### src/twmhs_pkg.sv
// Shared types and constants for the bounded max-heap top-W selector.
package twmhs_pkg;

   localparam int unsigned CFG_W             = 10;
   localparam int unsigned DIST_W            = 32;
   localparam logic [CFG_W-1:0] DEFAULT_HEAP_SIZE = 10'd300;
   localparam int unsigned QDEPTH            = 2;
   localparam int unsigned QPTR_W            = (QDEPTH > 1) ? $clog2(QDEPTH) : 1;
   localparam int unsigned QCNT_W            = $clog2(QDEPTH + 1);

   typedef enum logic [1:0] {
      KIND_OFFER = 2'd0,
      KIND_DRAIN = 2'd1,
      KIND_CLEAR = 2'd2
   } kind_type;

   typedef enum logic [1:0] {
      OP_OFFER,
      OP_DRAIN,
      OP_CLEAR
   } op_type;

   typedef enum logic [2:0] {
      ST_IDLE,
      ST_UP,
      ST_FIN,
      ST_DOWN,
      ST_DRAIN
   } state_type;

endpackage

### src/twmhs_front.sv
// Front end: accepts request items, drops the no-op ones and queues the rest.
module twmhs_front #(
   parameter int unsigned INDEX_BITS = 24
) (
   input  logic                           clock,
   input  logic                           reset,
   input  logic                           req_valid,
   output logic                           req_stall,
   input  logic [1:0]                     req_kind,
   input  logic [twmhs_pkg::DIST_W-1:0]   req_distance,
   input  logic [INDEX_BITS-1:0]          req_cand_index,
   input  logic                           req_valid_req,
   output logic                           cmd_valid,
   input  logic                           cmd_ready,
   output twmhs_pkg::op_type              cmd_op,
   output logic [twmhs_pkg::DIST_W-1:0]   cmd_distance,
   output logic [INDEX_BITS-1:0]          cmd_index
);
   import twmhs_pkg::*;

   op_type                q_op_ff   [QDEPTH];
   logic [DIST_W-1:0]     q_dist_ff [QDEPTH];
   logic [INDEX_BITS-1:0] q_idx_ff  [QDEPTH];
   logic [QPTR_W-1:0]     wr_ptr_ff, wr_ptr_in;
   logic [QPTR_W-1:0]     rd_ptr_ff, rd_ptr_in;
   logic [QCNT_W-1:0]     cnt_ff, cnt_in;

   logic   accept;
   logic   keep;
   op_type op_class;
   logic   push;
   logic   pop;

   // Classify: invalid offers and the unused kind never reach the back end.
   always_comb begin
      keep     = 1'b0;
      op_class = OP_OFFER;
      unique case (req_kind)
         KIND_OFFER: begin
            keep     = req_valid_req;
            op_class = OP_OFFER;
         end
         KIND_DRAIN: begin
            keep     = 1'b1;
            op_class = OP_DRAIN;
         end
         KIND_CLEAR: begin
            keep     = 1'b1;
            op_class = OP_CLEAR;
         end
         default: begin
            keep     = 1'b0;
            op_class = OP_OFFER;
         end
      endcase
   end

   assign req_stall = (cnt_ff == QCNT_W'(QDEPTH));
   assign accept    = req_valid && !req_stall;
   assign push      = accept && keep;
   assign cmd_valid = (cnt_ff != '0);
   assign pop       = cmd_valid && cmd_ready;

   assign cmd_op       = q_op_ff[rd_ptr_ff];
   assign cmd_distance = q_dist_ff[rd_ptr_ff];
   assign cmd_index    = q_idx_ff[rd_ptr_ff];

   always_comb begin
      wr_ptr_in = wr_ptr_ff;
      rd_ptr_in = rd_ptr_ff;
      cnt_in    = cnt_ff;
      if (push) begin
         wr_ptr_in = (wr_ptr_ff == QPTR_W'(QDEPTH - 1)) ? '0 : wr_ptr_ff + 1'b1;
      end
      if (pop) begin
         rd_ptr_in = (rd_ptr_ff == QPTR_W'(QDEPTH - 1)) ? '0 : rd_ptr_ff + 1'b1;
      end
      if (push && !pop) begin
         cnt_in = cnt_ff + 1'b1;
      end else if (pop && !push) begin
         cnt_in = cnt_ff - 1'b1;
      end
   end

   always_ff @(posedge clock) begin
      if (reset) begin
         wr_ptr_ff <= '0;
         rd_ptr_ff <= '0;
         cnt_ff    <= '0;
      end else begin
         wr_ptr_ff <= wr_ptr_in;
         rd_ptr_ff <= rd_ptr_in;
         cnt_ff    <= cnt_in;
      end
   end

   always_ff @(posedge clock) begin
      if (push) begin
         q_op_ff[wr_ptr_ff]   <= op_class;
         q_dist_ff[wr_ptr_ff] <= req_distance;
         q_idx_ff[wr_ptr_ff]  <= req_cand_index;
      end
   end

endmodule

### config.mk
export PLATFORM = sky130hd
export DESIGN_NAME = twmhs_front
export DESIGN_NICKNAME = d
export VERILOG_FILES = /design/src/twmhs_pkg.sv /design/src/twmhs_front.sv
export SDC_FILE = /design/constraint.sdc
export NUM_CORES = 1
export LEC_CHECK = 0
export BUFFER_PORTS_ARGS = -buffer_cell sky130_fd_sc_hd__buf_2
export CELL_PAD_IN_SITES_DETAIL_PLACEMENT = 2
export CELL_PAD_IN_SITES_GLOBAL_PLACEMENT = 2
export CORE_UTILIZATION = 40
export DETAILED_ROUTE_END_ITERATION = 7
export GPL_ROUTABILITY_DRIVEN = 0
export PLACE_DENSITY = 0.91
export SKIP_CTS_REPAIR_TIMING = 1
export SKIP_LAST_GASP = 1
export SYNTH_ARGS = -nofsm -noshare
export SYNTH_HDL_FRONTEND = slang
export SYNTH_SLANG_ARGS = --single-unit
### constraint.sdc
create_clock -name clock -period 11.4 [get_ports clock]
set_input_delay 3.42 -clock clock [delete_from_list [all_inputs] [get_ports clock]]
set_output_delay 3.42 -clock clock [all_outputs]
set_load 0.02 [all_outputs]
==> impl_metrics.env, run 1 <==
export IMPL_worstMarginPinSlew_ns=0.731
export IMPL_wl_per_cell_um=20.8
export IMPL_syn_inst=211
export IMPL_die_area_um2=11600
export IMPL_post_route_cells_drive_above_1_share_pct=60.5
export IMPL_clock_path_buffers=2
export IMPL_status="finished, final reports clean"
export IMPL_num_vias=2396
export IMPL_slew_headroom_pct=51.2
export IMPL_finalMaxSlewViolations=0
export IMPL_fin_tns_setup_ns=0
export IMPL_yosys_area_top_type="edfxtp_1"
export IMPL_synth_distinct_cells=17
export IMPL_setup_violations=0
export IMPL_io_buffer_count=122
export IMPL_synth_area_leaders="edfxtp_1, mux2_2, dfxtp_1"
export IMPL_die_y_um=108
export IMPL_crit_path_start_kind="flop"
export IMPL_cts_root_buffer="clkbuf_8"
export IMPL_period_needed_ns=5.80
export IMPL_grt_overflow_total=0
export IMPL_dp_hpwl_mm=7.25
export IMPL_cp_arrival_ns=2.38
export IMPL_rrSetupSlack_ns=8.88
export IMPL_n_antenna_cell=0
export IMPL_cp_required_ns=7.98
export IMPL_fin_area_um2=5850
export IMPL_cts_buffers=17
export IMPL_start_util_pct=41.1
export IMPL_grt_max_degree=38
export IMPL_insertion_delay_ns=0.51
export IMPL_first_pass_iters=4
export IMPL_finish_utilization_pct=53.7
export IMPL_ant_nets=0
export IMPL_rows=38
export IMPL_clock_sinks=121
export IMPL_vias_per_cell=4.77
export IMPL_syn2layout_area_growth_pct=30.8
export IMPL_clk_pin_slew_ns=0.06
export IMPL_final_cells=502
export IMPL_fp_coreArea_um2=10900
export IMPL_fmax_ghz=0.173
export IMPL_cp_max_fo=30
export IMPL_p_leak_uw=0.00219
export IMPL_reg2reg_from="cnt_ff[1]"
export IMPL_post_place_cells=470
export IMPL_fin_crit_sh_pct=50.8
export IMPL_finalPower_uw=1390
export IMPL_max_cap_violations=0
export IMPL_hold_depth=2
export IMPL_hold_end="cnt_ff[1]"
export IMPL_place_area_um2=5260
export IMPL_grt_antenna_before_repair=0
export IMPL_drcViolationCount=0
export IMPL_synth_seq_cells=121
export IMPL_worstHoldStart="cnt_ff[1]"
export IMPL_hold_class="flop to flop"
export IMPL_ir_drop_uv=96.1
export IMPL_nets=417
export IMPL_rsz0062_at_grt="no"
export IMPL_yosys_warnings=0
export IMPL_r2r_end="q_idx_ff[0][5]"
export IMPL_clock_skew_ns=0.0105
export IMPL_routed_wl_mm=10.4
export IMPL_ys_seq_area_share_pct=80.1
export IMPL_crit_type="flop to primary output"
export IMPL_layout_common_cells="buf_2, edfxtp_1, mux2_2"
export IMPL_synth_fp_nets=279
export IMPL_cts_tree="yes"
export IMPL_die_w_um=108
export IMPL_htreeDepth=4
export IMPL_first_iter_violations=73
export IMPL_p_per_area_nw_per_um2=238
export IMPL_grt_usage_pct=18.7
export IMPL_final_hold_viol_count=0
export IMPL_netlist_area_leader_share_pct=77.9
export IMPL_grt_first_pass_wirelength_mm=15.1
export IMPL_reg2regPathDepth=4
export IMPL_grt_pass1_vias=2634
export IMPL_syn_avg_cell_area_um2=21.2
export IMPL_final_common_cell="buf_2"
export IMPL_ios=123
export IMPL_crit_path_end_kind="primary output"
export IMPL_netlist_area_um2=4470
per-layer routing:
layer  wire, µm  up-vias  GRT usage [%]
li1           -     1106              -
met5          0        -              0
met4         68        0           6.46
met1       4110     1204           21.0
met3        505        8           5.27
met2       5760       78           33.6
state kept, by name, summed over array words and instances (netlist names), named ones only:
signal,cells
rd_ptr_ff,1
wr_ptr_ff,1
q_op_ff,4
q_dist_ff,64
cnt_ff,2
q_idx_ff,48
per-stage QoR:
| stage | hold slack [ns] | worst slack [ns] |
|---|---|---|
| after floorplan | 0.465 | 4.23 |
| after global placement | 0.487 | 5.55 |
| after detailed placement | 0.510 | 5.45 |
| after CTS | 0.550 | 5.51 |
| after global routing | 0.587 | 5.44 |
| final | 0.546 | 5.60 |
worst max-delay path by stage:
stage                       to        start  slack, ns  cells after the start
2_1_floorplan  q_dist_ff[0][0]  req_kind[0]       4.23                      5
3_3_place_gp    q_idx_ff[0][2]  req_kind[0]       5.55                      7
3_5_place_dp   q_idx_ff[0][23]  req_kind[0]       5.45                      7
4_1_cts              cmd_op[0]         flop       5.51                      3
5_1_grt              cmd_op[1]         flop       5.44                      3
6_report             cmd_op[0]         flop       5.60                      3
where the power goes:
part	switching, µW	internal, µW
Sequential	29.3	531
Combinational	177	128
Clock	196	333
Total	402	992
layout make-up:
type	count	area [µm²]
Fill cell	984	5040
Timing Repair Buffer	125	633
Clock inverter	15	175
Tap cell	140	175
Multi-Input combinational cell	82	861
Sequential cell	121	3580
Clock buffer	17	414
Inverter	2	7.51
cell families (layout without fill, tap and decap cells):
group / count (synthesis) / after routing / share of synthesized area, %
XOR/XNOR: 3 / 3 / 0.588
adder cells (fa/ha/maj): 5 / 5 / 1.40
flip-flops: 121 / 121 / 80.1
AO/OA/AOI/OAI: 4 / 4 / 0.448
multiplexers: 59 / 59 / 14.9
buffers and inverters: 8 / 159 / 0.839
AND/OR/NAND/NOR: 11 / 11 / 1.76
critical path, stage by stage (launching register included):
cell and delay (ns):
dfxtp_2 0.80, buf_4 0.50, mux2_2 0.41, buf_2 0.16
Yosys cell counts, drive strengths merged:
master and instances:
a21oi 2, and2 1, buf 6, dfxtp 5, edfxtp 116, ha 5, inv 2, mux2 59
nor2 4, nor2b 3, nor4b 1, o21ai 2, or2 1, or3 1, xor2 3
Note: power is estimated with default switching activity, not from simulation.
==> run 2: changes to the inputs <==
--- a/config.mk
+++ b/config.mk
@@ -8,10 +8,10 @@
 export BUFFER_PORTS_ARGS = -buffer_cell sky130_fd_sc_hd__buf_2
 export CELL_PAD_IN_SITES_DETAIL_PLACEMENT = 2
 export CELL_PAD_IN_SITES_GLOBAL_PLACEMENT = 2
-export CORE_UTILIZATION = 40
+export CORE_UTILIZATION = 34
 export DETAILED_ROUTE_END_ITERATION = 7
 export GPL_ROUTABILITY_DRIVEN = 0
-export PLACE_DENSITY = 0.91
+export PLACE_DENSITY = 0.83
 export SKIP_CTS_REPAIR_TIMING = 1
 export SKIP_LAST_GASP = 1
 export SYNTH_ARGS = -nofsm -noshare
==> constraint.sdc (replaced) <==
create_clock -name clock -period 5.3 [get_ports clock]
set_input_delay 1.59 -clock clock [delete_from_list [all_inputs] [get_ports clock]]
set_output_delay 1.59 -clock clock [all_outputs]
set_load 0.02 [all_outputs]
==> run 2 against run 1 <==
Worst hold slack got worse by 0.032 ns. Die area rose by 17%. Total power up 110%. Sequential power rose by 110%. Clock-buffer cell count up 3. Worst setup slack got worse by 4.1 ns. Critical path depth stayed put. Combinational power is 120% higher. First-iteration DRC count is 33% higher. Clock power up 100%. Routed wire length shrank 5.9%.
==> impl_metrics.env, run 2 (same netlist as run 1, synthesis figures left out) <==
export IMPL_status="finished, final reports clean"
export IMPL_ir_drop_uv=234
export IMPL_rows=41
export IMPL_post_place_cells=504
export IMPL_post_route_cells_drive_above_1_share_pct=59.3
export IMPL_reg2reg_from="cnt_ff[0]"
export IMPL_fin_crit_sh_pct=71.0
export IMPL_fin_area_um2=5870
export IMPL_htreeDepth=4
export IMPL_max_stage_delay_ns=0.76
export IMPL_n_antenna_cell=0
export IMPL_r2r_end="q_dist_ff[1][28]"
export IMPL_grt_first_pass_wirelength_mm=14.7
export IMPL_first_iter_violations=97
export IMPL_dp_hpwl_mm=6.78
export IMPL_insertion_delay_ns=0.41
export IMPL_die_y_um=117
export IMPL_drcViolationCount=0
export IMPL_clk_pin_slew_ns=0.05
export IMPL_io_buffer_count=122
export IMPL_first_pass_iters=4
export IMPL_crit_type="flop to primary output"
export IMPL_reg_largest_list="q_dist_ff: 64 flops, q_idx_ff: 48 flops, q_op_ff: 4 flops"
export IMPL_p_per_area_nw_per_um2=498
export IMPL_fin_tns_setup_ns=0
export IMPL_layout_common_cells="buf_2, edfxtp_1, mux2_2"
export IMPL_grt_usage_pct=15.6
export IMPL_slowest_stage="dfxtp_2"
export IMPL_place_area_um2=5330
export IMPL_nFillCells=1245
export IMPL_cp_max_fo=28
export IMPL_final_hold_viol_count=0
export IMPL_fmax_ghz=0.266
export IMPL_finalMaxSlewViolations=0
export IMPL_rrSetupSlack_ns=2.97
export IMPL_grt_pass1_vias=2714
export IMPL_place_ws_ns=1.33
export IMPL_cp_arrival_ns=2.17
export IMPL_reg2regPathDepth=4
export IMPL_fp_coreArea_um2=12700
export IMPL_routed_wl_mm=9.83
export IMPL_clock_path_buffers=2
export IMPL_vias_per_cell=4.49
export IMPL_rsz0062_at_grt="no"
export IMPL_nets=419
export IMPL_start_util_pct=35.2
export IMPL_setup_violations=0
export IMPL_hold_class="flop to flop"
export IMPL_slew_headroom_pct=51.8
export IMPL_worstHoldStart="cnt_ff[1]"
export IMPL_crit_path_start_kind="flop"
export IMPL_crit_chain="buf_4 -> mux2_2 -> buf_2"
export IMPL_top_register="q_dist_ff"
export IMPL_clock_sinks=121
export IMPL_setup_slack_ns=1.54
export IMPL_ios=123
export IMPL_num_vias=2406
export IMPL_crit_path_end_kind="primary output"
export IMPL_grt_overflow_total=0
export IMPL_cts_buffers=17
export IMPL_max_cap_violations=0
export IMPL_wl_per_cell_um=18.3
export IMPL_p_leak_uw=0.00220
export IMPL_hold_end="cnt_ff[1]"
export IMPL_largest_register_ffs=64
export IMPL_worstMarginPinSlew_ns=0.723
export IMPL_clock_skew_ns=0.00736
export IMPL_grt_antenna_before_repair=0
export IMPL_grt_max_degree=40
export IMPL_cts_root_buffer="clkbuf_16"
export IMPL_final_cells=536
export IMPL_period_needed_ns=3.76
export IMPL_cp_required_ns=3.71
export IMPL_ant_nets=0
export IMPL_hold_depth=2
export IMPL_syn2layout_area_growth_pct=31.3
export IMPL_cts_tree="yes"
export IMPL_die_area_um2=13600
export IMPL_final_common_cell="buf_2"
export IMPL_die_w_um=117
## run 2: worst max-delay path: cells and delay by family, from the launching register on
| kind | cells | cell delay [ns] |
|---|---|---|
| flops | 1 | 0.76 |
| mux | 1 | 0.40 |
| buf+inv | 2 | 0.58 |
## run 2: how the worst max path moves through the flow
stage	startpoint	endpoint	slack (ns)	cells after the start
6_report	flop	cmd_distance[11]	1.54	3
3_5_place_dp	req_kind[0]	q_dist_ff[1][31]	1.33	7
5_1_grt	flop	cmd_distance[11]	1.41	3
3_3_place_gp	req_kind[0]	q_dist_ff[1][27]	1.50	7
4_1_cts	flop	cmd_distance[11]	1.42	3
2_1_floorplan	req_kind[0]	q_dist_ff[0][0]	1.06	5
## run 2: layout make-up
type,count,area [µm²],share of cell area (%)
clock buffers,20,437,7.44
clock inverters,12,108,1.83
inverters,2,7.51,0.128
multi-input cells,82,861,14.7
flip-flops and latches,121,3580,61.0
well taps,172,215,3.66
repair buffers,127,661,11.2
## run 2: through the flow
step | power (µW) | util, % | hold WS, ns
floorplan | 1660 | - | 0.465
global placement | 1870 | 41.9 | 0.484
detailed placement | 1900 | 41.9 | 0.509
CTS | 2980 | 46.2 | 0.517
global route | 3050 | 46.2 | 0.558
finish | 2930 | 46.2 | 0.514
## run 2: layer usage
layer  vias to the layer above  share of wire (%)  GRT usage [%]
met2                        88                 54           27.4
met5                         -                  0              0
met1                      1197                 38           16.8
met3                        13                6.2           5.09
li1                       1108                  -              -
met4                         0                1.7           8.35
## run 2: power by group
part | internal (µW) | total (µW) | switching [µW]
clock network | 679 | 1060 | 384
registers | 1140 | 1200 | 57.9
logic | 283 | 664 | 380
total | 2100 | 2930 | 823
==> run 3: changes to the inputs <==
--- a/config.mk
+++ b/config.mk
@@ -5,6 +5,7 @@
 export SDC_FILE = /design/constraint.sdc
 export NUM_CORES = 1
 export LEC_CHECK = 0
+export ABC_AREA = 1
 export BUFFER_PORTS_ARGS = -buffer_cell sky130_fd_sc_hd__buf_2
 export CELL_PAD_IN_SITES_DETAIL_PLACEMENT = 2
 export CELL_PAD_IN_SITES_GLOBAL_PLACEMENT = 2
==> constraint.sdc (replaced) <==
create_clock -name clock -period 3.4 [get_ports clock]
set_input_delay 1.02 -clock clock [delete_from_list [all_inputs] [get_ports clock]]
set_output_delay 1.02 -clock clock [all_outputs]
set_load 0.02 [all_outputs]
==> run 3 against run 2 <==
Sequential share of layout area shrank 1.6 points. Clock-buffer cell count shrank 1. Sequential cell count is the same. Combinational power grew 16%. Cell count grew 3.9%. Cell area grew 2.8%. Global-route usage shrank 0.14 points. Clock power grew 75%. Worst hold slack lost 0.0056 ns. Critical path depth is the same. Critical path type unchanged. Largest power group is now the clock network.
==> impl_metrics.env, run 3 <==
export IMPL_status="finished, final reports clean"
export IMPL_crit_path_start_kind="flop"
export IMPL_nFillCells=1264
export IMPL_htreeDepth=4
export IMPL_crit_path_end_kind="primary output"
export IMPL_final_hold_viol_count=0
export IMPL_yosys_area_top_type="edfxtp_1"
export IMPL_netlist_area_um2=4580
export IMPL_die_y_um=118
export IMPL_combPwrFrac_pct=17.4
export IMPL_fin_crit_sh_pct=85.9
export IMPL_synth_area_leaders="edfxtp_1, mux2_2, mux2_4"
export IMPL_grt_usage_pct=15.5
export IMPL_die_w_um=118
export IMPL_wl_per_cell_um=18.0
export IMPL_synth_common_cells="edfxtp_1, mux2_2, mux2_4, inv_1, nand2_1"
export IMPL_syn2layout_area_growth_pct=31.7
export IMPL_rsz0062_at_grt="no"
export IMPL_insertion_delay_ns=0.41
export IMPL_cp_required_ns=2.38
export IMPL_fmax_ghz=0.342
export IMPL_vias_per_cell=4.44
export IMPL_clock_skew_ns=0.00673
export IMPL_yosysMostFrequentCell="edfxtp_1"
export IMPL_synth_distinct_cells=15
export IMPL_r2r_end="q_dist_ff[0][18]"
export IMPL_nets=436
export IMPL_cts_root_buffer="clkbuf_16"
export IMPL_fp_coreArea_um2=13200
export IMPL_post_route_cells_drive_above_1_share_pct=56.7
export IMPL_cp_arrival_ns=1.90
export IMPL_netlist_area_leader_share_pct=76.0
export IMPL_hold_depth=2
export IMPL_place_area_um2=5430
export IMPL_yosys_warnings=0
export IMPL_post_place_cells=525
export IMPL_drcViolationCount=0
export IMPL_routed_wl_mm=10.0
export IMPL_largest_register_ffs=64
export IMPL_syn_inst=228
export IMPL_grt_overflow_total=0
export IMPL_hold_class="flop to flop"
export IMPL_synth_edf_count=116
export IMPL_p_clk_share_pct=41.7
export IMPL_reg_largest_list="q_dist_ff: 64 flops, q_idx_ff: 48 flops, q_op_ff: 4 flops"
export IMPL_grt_antenna_before_repair=0
export IMPL_layout_common_cells="buf_2, edfxtp_1, mux2_2"
export IMPL_rrSetupSlack_ns=1.71
export IMPL_finalMaxSlewViolations=0
export IMPL_final_cells=557
export IMPL_fin_area_um2=6040
export IMPL_rows=42
export IMPL_swShare_pct=25.6
export IMPL_ios=123
export IMPL_die_area_um2=13900
export IMPL_worstMarginPinSlew_ns=0.489
export IMPL_slew_headroom_pct=67.4
export IMPL_p_switching_uw=1140
export IMPL_grt_pass1_vias=2812
export IMPL_top_register="q_dist_ff"
export IMPL_cp_max_fo=31
export IMPL_power_frac_seq_pct=40.9
export IMPL_clk_pin_slew_ns=0.05
export IMPL_p_per_area_nw_per_um2=735
export IMPL_p_leak_uw=0.00234
export IMPL_synth_fp_nets=296
export IMPL_syn_avg_cell_area_um2=20.1
export IMPL_final_common_cell="buf_2"
export IMPL_fin_tns_setup_ns=0
export IMPL_start_util_pct=34.7
export IMPL_ant_nets=0
export IMPL_slowest_stage="dfxtp_4"
export IMPL_ir_drop_uv=348
export IMPL_reg2regPathDepth=5
export IMPL_max_stage_delay_ns=0.63
export IMPL_ys_seq_area_share_pct=78.2
export IMPL_crit_type="flop to primary output"
export IMPL_p_int_uw=3300
export IMPL_synth_seq_cells=121
export IMPL_setup_violations=0
export IMPL_grt_first_pass_wirelength_mm=15.3
export IMPL_period_needed_ns=2.92
export IMPL_dp_hpwl_mm=6.64
export IMPL_grt_max_degree=36
export IMPL_finalPower_uw=4440
export IMPL_io_buffer_count=122
export IMPL_finish_utilization_pct=45.8
export IMPL_max_cap_violations=0
export IMPL_synthArstFlopShare_pct=0
export IMPL_cts_buffers=17
export IMPL_clock_sinks=121
export IMPL_reg2reg_from="cnt_ff[0]"
export IMPL_ys_flop_type="edfxtp_1"
export IMPL_first_iter_violations=102
export IMPL_crit_end="cmd_index[0]"
export IMPL_first_pass_iters=4
export IMPL_cts_tree="yes"
export IMPL_crit_chain="buf_12 -> mux2_2 -> buf_2"
export IMPL_clock_path_buffers=2
export IMPL_num_vias=2472
export IMPL_n_antenna_cell=0
run 3: changes by cell type in the layout (fill, tap and decap cells not counted), moves of 3 or more:
cell	change
mux2_2	-20
xor2_1	-3
nand2_1	+12
mux2_4	+20
inv_1	+10
clkinv_2	-3
run 3: critical path, delay by kind of cell, from the launching register on:
family	cells	cell delay (ns)
multiplexers	1	0.38
flip-flops	1	0.63
buffers and inverters	2	0.45
run 3: worst min path at each step:
stage / from / to / slack [ns]
final: rd_ptr_ff / rd_ptr_ff / 0.51
after global routing: rd_ptr_ff / rd_ptr_ff / 0.55
after CTS: rd_ptr_ff / rd_ptr_ff / 0.52
after detailed placement: rd_ptr_ff / flop / 0.48
after global placement: rd_ptr_ff / flop / 0.46
after floorplan: rd_ptr_ff / flop / 0.45
run 3: cells by family (layout without fill, tap and decap cells):
family	after synthesis	in the layout	share of synthesized area, %
flip-flops	121	121	78.2
AO/OA/AOI/OAI	4	4	0.437
buffers and inverters	19	172	2.13
AND/OR/NAND/NOR	21	21	1.97
adder cells (fa/ha/maj)	5	5	1.37
multiplexers	58	58	15.9
run 3: area by class of cell:
| class | instances | area (µm²) | share of cell area, % |
|---|---|---|---|
| sequential | 121 | 3590 | 59.4 |
| multi-input combinational | 88 | 908 | 15.0 |
| clock buffer | 19 | 433 | 7.17 |
| inverter | 13 | 48.8 | 0.808 |
| tap | 176 | 220 | 3.65 |
| timing repair buffer | 127 | 661 | 10.9 |
| clock inverter | 13 | 178 | 2.94 |
run 3: routing by layer:
metal  vias up  wire, µm  track usage (%)
li1       1149         -                -
met1      1221      3850             16.6
met2        91      5370             27.0
met3        11       625             6.15
met4         0       152             6.49
met5         -         0                0
run 3: metrics by stage:
stage / hold slack [ns] / worst slack (ns)
floorplan: 0.450 / 0.332
global placement: 0.460 / 0.753
detailed placement: 0.482 / 0.672
CTS: 0.517 / 0.430
global route: 0.550 / 0.375
finish: 0.508 / 0.480
run 3: power groups by stage:
stage / clock network [µW] / logic (µW) / registers (µW)
floorplan: 0 / 564 / 1800
global placement: 0 / 755 / 1840
detailed placement: 0 / 781 / 1850
CTS: 1890 / 792 / 1820
global route: 1950 / 825 / 1830
finish: 1850 / 772 / 1820
